===== config.mk =====
export PLATFORM = sky130hd
export DESIGN_NAME = rfb_front_lane
export DESIGN_NICKNAME = d
export VERILOG_FILES = /design/src/rtl/rfb_pkg.sv /design/src/rtl/rfb_round_mul.sv /design/src/rtl/rfb_front_lane.sv
export SDC_FILE = /design/constraint.sdc
export NUM_CORES = 2
export LEC_CHECK = 0
export BUFFER_PORTS_ARGS = -buffer_cell sky130_fd_sc_hd__buf_2
export CAP_MARGIN = 20
export CORE_MARGIN = 2
export CORE_UTILIZATION = 40
export DETAILED_ROUTE_END_ITERATION = 10
export PLACE_DENSITY = 0.57
export SYNTH_ARGS = -nofsm -noshare
export SYNTH_HDL_FRONTEND = slang
export SYNTH_SLANG_ARGS = --single-unit

===== constraint.sdc =====
create_clock -name vclk -period 23.8
set_clock_uncertainty 0.05 [all_clocks]
set_input_delay 4.76 -clock vclk [all_inputs]
set_output_delay 4.76 -clock vclk [all_outputs]
set_load 0.03 [all_outputs]

===== src/rtl/rfb_pkg.sv =====
// Package: constants, coefficient table and coefficient function of the radix-5 butterfly.
package rfb_pkg;

    localparam int RFB_POINTS         = 5;
    localparam int RFB_SAMPLE_WIDTH   = 24;
    localparam int RFB_COEF_FRAC_BITS = 16;
    localparam int RFB_OUT_EXTRA      = 3;
    localparam int RFB_NCOEF          = 5;

    typedef enum logic [2:0] {
        RFB_CC1,
        RFB_CC2,
        RFB_S,
        RFB_SS1,
        RFB_SS2
    } rfb_coef_t;

    // |c| * 2^32, rounded
    localparam longint unsigned RFB_K32 [RFB_NCOEF] = '{
        64'd5368709120, 64'd2400959709, 64'd4084756634, 64'd6609275070, 64'd1560238198
    };

    // coefficient scaled by 2^frac_bits, rounded ties up, sign applied
    function automatic longint rfb_coef(input rfb_coef_t idx, input int frac_bits);
        int              sh;
        longint unsigned v;
        sh = 32 - frac_bits;
        v  = (RFB_K32[int'(idx)] + (64'd1 << (sh - 1))) >> sh;
        if (idx == RFB_CC1)
            return -longint'(v);
        return longint'(v);
    endfunction

endpackage


===== src/rtl/rfb_round_mul.sv =====
// Constant multiplier with round to nearest, ties toward plus infinity.
module rfb_round_mul
    import rfb_pkg::*;
#(
    parameter int IW = RFB_SAMPLE_WIDTH + 2,
    parameter int CW = RFB_COEF_FRAC_BITS + 2,
    parameter int F  = RFB_COEF_FRAC_BITS,
    parameter int PW = RFB_SAMPLE_WIDTH + 4,
    parameter logic signed [CW-1:0] COEF = '0
) (
    input  logic signed [IW-1:0] a,
    output logic signed [PW-1:0] q
);
    localparam int PRW = IW + CW;
    localparam logic signed [PRW:0] HALF = (PRW + 1)'(1) << (F - 1);

    logic signed [PRW-1:0] p;
    logic signed [PRW:0]   pr;
    logic signed [PRW:0]   sh;

    assign p  = PRW'(a) * PRW'(COEF);
    assign pr = (PRW + 1)'(p) + HALF;
    assign sh = pr >>> F;
    assign q  = sh[PW-1:0];
endmodule


===== src/rtl/rfb_front_lane.sv =====
// Pre-adds and the five constant products for one lane (real or imaginary).
module rfb_front_lane
    import rfb_pkg::*;
#(
    parameter int W = RFB_SAMPLE_WIDTH,
    parameter int F = RFB_COEF_FRAC_BITS
) (
    input  logic signed [W-1:0]   x [RFB_POINTS],
    input  logic                  inverse,
    output logic signed [W+2:0]   sum0,
    output logic signed [W+3:0]   m_cc1,
    output logic signed [W+3:0]   m_cc2,
    output logic signed [W+3:0]   m_s,
    output logic signed [W+3:0]   m_ss1,
    output logic signed [W+3:0]   m_ss2
);
    localparam int IW = W + 2;
    localparam int CW = F + 2;
    localparam int PW = W + 4;

    localparam logic signed [CW-1:0] C_CC1 = CW'(rfb_coef(RFB_CC1, F));
    localparam logic signed [CW-1:0] C_CC2 = CW'(rfb_coef(RFB_CC2, F));
    localparam logic signed [CW-1:0] C_S   = CW'(rfb_coef(RFB_S, F));
    localparam logic signed [CW-1:0] C_SS1 = CW'(rfb_coef(RFB_SS1, F));
    localparam logic signed [CW-1:0] C_SS2 = CW'(rfb_coef(RFB_SS2, F));

    logic signed [W:0]    a14s;
    logic signed [W:0]    a23s;
    logic signed [W:0]    a23d;
    logic signed [W:0]    a14d;
    logic signed [IW-1:0] u0;
    logic signed [IW-1:0] d1;
    logic signed [IW-1:0] d2;

    always_comb
    begin
        a14s = (W + 1)'(x[1]) + (W + 1)'(x[4]);
        a23s = (W + 1)'(x[2]) + (W + 1)'(x[3]);
        a23d = (W + 1)'(x[2]) - (W + 1)'(x[3]);
        a14d = (W + 1)'(x[1]) - (W + 1)'(x[4]);
        u0   = IW'(a14s) + IW'(a23s);
        d1   = IW'(a14s) - IW'(a23s);
        // sine difference is formed in the order of the direction before rounding
        if (inverse)
            d2 = IW'(a23d) - IW'(a14d);
        else
            d2 = IW'(a14d) - IW'(a23d);
        sum0 = (W + 3)'(x[0]) + (W + 3)'(u0);
    end

    rfb_round_mul #(.IW(IW), .CW(CW), .F(F), .PW(PW), .COEF(C_CC1)) u_mul_cc1
    (
        .a(u0),
        .q(m_cc1)
    );

    rfb_round_mul #(.IW(IW), .CW(CW), .F(F), .PW(PW), .COEF(C_CC2)) u_mul_cc2
    (
        .a(d1),
        .q(m_cc2)
    );

    rfb_round_mul #(.IW(IW), .CW(CW), .F(F), .PW(PW), .COEF(C_S)) u_mul_s
    (
        .a(d2),
        .q(m_s)
    );

    rfb_round_mul #(.IW(IW), .CW(CW), .F(F), .PW(PW), .COEF(C_SS1)) u_mul_ss1
    (
        .a(IW'(a23d)),
        .q(m_ss1)
    );

    rfb_round_mul #(.IW(IW), .CW(CW), .F(F), .PW(PW), .COEF(C_SS2)) u_mul_ss2
    (
        .a(IW'(a14d)),
        .q(m_ss2)
    );
endmodule


# After elaboration in Yosys (flattened, before gate mapping)
# Cells that the tools add are included.
# classes
addsub	14
mux	1
n_mul	5
# ops
operator	count
$add A43 B17 Y44 const B	3
$sub A25 B25 Y26	3
$add A24 B24 Y25	2
$sub A24 B24 Y25	2
$add A44 B17 Y44 const B	1
$add A41 B17 Y42 const B	1
$mul A25 B17 Y42 const B	1
$mul A25 B16 Y41 const B	1
$mul A26 B15 Y41 const B	1
$mul A26 B14 Y40 const B	1
$mul A26 B4 Y30 const B	1
$add A24 B26 Y27	1
$add A25 B25 Y26	1
$mux W26	1
# word_totals
ff_bits	0

# Logic depth before layout (Yosys ltp)
# logic_depth
word_depth	5
depth_mapped	51
depth_no_buf	49

# By module
# From an unflattened synthesis, not the netlist that was laid out.
# hier_totals
hier_cells	5865
hier_area_um2	49944.2
# by_module_without_submodules
mod	seq_area_each_um2	cells_each	area_each_um2	instances
rfb_front_lane	0.0	1709	11796.3	1
rfb_round_mul (u_mul_ss1)	0.0	1042	9434.0	1
rfb_round_mul (u_mul_s)	0.0	1046	9205.1	1
rfb_round_mul (u_mul_ss2)	0.0	902	8928.6	1
rfb_round_mul (u_mul_cc2)	0.0	745	7054.3	1
rfb_round_mul (u_mul_cc1)	0.0	421	3525.9	1

# Least setup slack after synthesis
# Ideal clock, no wire load.
# synth_timing
path_type	input port to output port
startpoint	input port x[27] in the netlist's numbering
endpoint	output port m_cc2[23]
setup_slack_ns	3.434
n_path_buf	4
path_stages	45
arrival_ns	15.556
path_cell_list	inv_1 -> ha_1 -> clkbuf_2 -> inv_1 -> a21oi_1 -> o21bai_1 -> a21o_1 -> a2111o_1 -> a31oi_1 -> nor2_1 -> a211o_1 -> a21oi_1 -> o221ai_1 -> or2_2 -> xnor2_1 -> ha_1 -> clkbuf_1 -> or3_1 -> (+9 left out) -> inv_1 -> fa_1 -> fa_1 -> inv_1 -> ha_1 -> clkbuf_1 -> a21o_1 -> a21o_1 -> a2111oi_0 -> o21ai_0 -> o21bai_1 -> a21o_1 -> xnor2_1 -> nand3_1 -> nand3b_1 -> or4_1 -> nand3_1 -> xor2_1
# synth_via
elab_chain_len	4
# synth_lines
element	line_no	source
from (decl)	rfb_front_lane.sv:8	input logic signed [W-1:0] x [RFB_POINTS],
$add A24 B24 Y25	rfb_front_lane.sv:38	a23s = (W + 1)'(x[2]) + (W + 1)'(x[3]);
$sub A25 B25 Y26	rfb_front_lane.sv:42	d1 = IW'(a14s) - IW'(a23s);
$mul A26 B15 Y41	rfb_round_mul.sv:21	assign p = PRW'(a) * PRW'(COEF);
$add A43 B17 Y44	rfb_round_mul.sv:22	assign pr = (PRW + 1)'(p) + HALF;
to (decl)	rfb_front_lane.sv:12	output logic signed [W+3:0] m_cc2,
# Every way passes these cells.

# Worst setup path after layout
# layout_timing
startpoint	input port x[11] in the netlist's numbering
endpoint	output port m_s[26]
# layout_via
elab_chain_len	5
word_cells_on_any_way	6
# layout_lines
element	line_no	source
$sub A24 B24 Y25 *	rfb_front_lane.sv:40	a14d = (W + 1)'(x[1]) - (W + 1)'(x[4]);
$sub A25 B25 Y26 (on tied branches)	rfb_front_lane.sv:47, rfb_front_lane.sv:45	
$mux W26 *	rfb_front_lane.sv:44	if (inverse)
$mul A26 B14 Y40 *	rfb_round_mul.sv:21	
$add A43 B17 Y44 *	rfb_round_mul.sv:22	
to (decl)	rfb_front_lane.sv:13	output logic signed [W+3:0] m_s,
# Mark *: on every way between the ends. The rest lies on a longest branch, timed or not.

==> flow_summary.ini <==
[timing]
grt_setup_unrepaired = no
slew_headroom_pct = 21.6
setup_viol = 0
finalHoldViolations = 0
slew_violations = 0
final.period_utilization_pct = 92.4
max_freq_ghz = 0.0455
tightest_slew_ns = 1.17
whs_ns = 9.86
fin_setup_tns_ns = 0
fin_ws_ns = 1.80
fin_crit_ns = 22.00

[final_layout]
final-seq-area_um2 = 0
utilization_pct = 43.0
fin_nets = 7333
seq_cells = 0
clock_buffers = 0
drive_gt1_share_pct = 6.94
syn_to_final_growth_pct = 7.13

[die]
pin_count = 288
row_count = 124
dieArea_mm2 = 0.117
die_x_um = 342
start_util_pct = 40.1
core_area_mm2 = 0.114
die_y_um = 342

[setup_path]
worst_setup_path_end_kind = output pin
cp_max_fo = 18
path_class = in -> out
crit_slowest_cell = xor2_1
cp-start-kind = primary input
slowest_delay_ns = 0.84
crit_arrival_ns = 17.19
required_ns = 18.99
crit_path_frequent_cell = inv_1

[logic_synthesis]
synthTopCellsByArea = fa_1, ha_1, inv_1
yosysMostFrequentCell = inv_1
yosys_warnings = 0
synth_nets = 7104
ys_top_cells_by_count = inv_1, ha_1, fa_1, xnor2_1, a21oi_1
post_synth.cell_area_avg_um2 = 8.41
synth_cells = 5434
synth_area_mm2 = 0.0457
ys_types = 105
yosysSeqAreaShare_pct = 0
yosysTopAreaCell = fa_1
synth_top_area_share_pct = 30.1

[drt]
dr_total_vias = 36700
drt_iter0_markers = 1623
wl_per_cell_um = 17.6
viasPerCell = 5.10
drc = 0
finalWirelength_um = 127000
firstDrtPassIters = 6
final_antenna_net_count = 0

[global_routing]
grt_pass1_vias = 37200
grt_pass1_wl_um = 202000
grt_max_degree = 40
globalRouteTotalUtil_pct = 21.6
antenna_found_initial = 27
overflow = 0

[place]
dp_hpwl_um = 116000
dp_slack_ns = 1.86
gp_congestion = 0.944
io_buffers = 288

[clocking]
ctsHoldBuffers = 0
post_cts_buffers = 0
cts_resized = 0

[outcome]
outcome = completed

[min_path]
hp-class = in -> out
hold_start = x[96]
whs_path_depth = 3
worstHoldEndpoint = sum0[0]

[flow_run]
cap_violations = 0
[per-layer routing]
metal,GRT usage (%),part of all wire [%]
met1,29.7,45
met4,3.08,1.7
met2,37.3,48
met5,0,0.067
met3,2.32,5.2
[cell families (layout without fill, tap and decap cells)]
logic type / Yosys count / count (layout) / share of synthesized area [%]
simple gates: 952 / 952 / 10.4
buf+inv: 1489 / 1716 / 12.3
other cells: 2 / 22 / 0.0164
mux: 29 / 29 / 0.695
fa+ha+maj: 1550 / 1550 / 53.7
compound gates: 939 / 939 / 13.6
xor+xnor: 473 / 473 / 9.24
[stage by stage]
| step | cell area, um2 | cells |
|---|---|---|
| 2_1_floorplan | 45700 | 5434 |
| 3_3_place_gp | 48900 | 7172 |
| 3_5_place_dp | 48900 | 7173 |
| 4_1_cts | 48900 | 7173 |
| 5_1_grt | 48900 | 7173 |
| 6_report | 49000 | 7193 |
[how the worst max path moves through the flow]
stage                     start         to  slack [ns]
after floorplan           x[27]  m_cc2[23]        3.43
after global placement    x[11]    m_s[26]        2.10
after detailed placement  x[11]    m_s[26]        1.86
after CTS                 x[11]    m_s[26]        1.83
after global routing      x[11]    m_s[26]        0.87
final                     x[11]    m_s[26]        1.80
[worst max-delay path, delay by kind of cell]
| kind | cells | cell delay, ns |
|---|---|---|
| xor+xnor | 2 | 1.01 |
| compound gates | 15 | 3.71 |
| fa+ha+maj | 8 | 3.93 |
| mux | 1 | 0.73 |
| simple gates | 7 | 1.52 |
| buf+inv | 9 | 1.48 |
[final cells by class]
| class | count | area [um2] |
|---|---|---|
| antenna | 20 | 50.0 |
| tap | 1512 | 1890 |
| inverter | 1400 | 5260 |
| timing repair buffer | 316 | 1650 |
| multi-input combinational | 3945 | 40100 |
| fill | 11600 | 64900 |
[layout by cell type (no fill, tap or decap), drive strengths merged, types with 44 or more instances in the layout]
master     n
inv     1399
ha       862
fa       687
buf      316
xnor2    303
a21oi    274
nor2     244
nand2    209
xor2     167
o21ai    158
a21o     136
nor3      90
nand3     84
o21bai    53
and3      52
nand2b    44
Power is left out: the tool's default activity adds up to more than one toggle a clock period on the data nets, which glitch-free logic cannot reach.
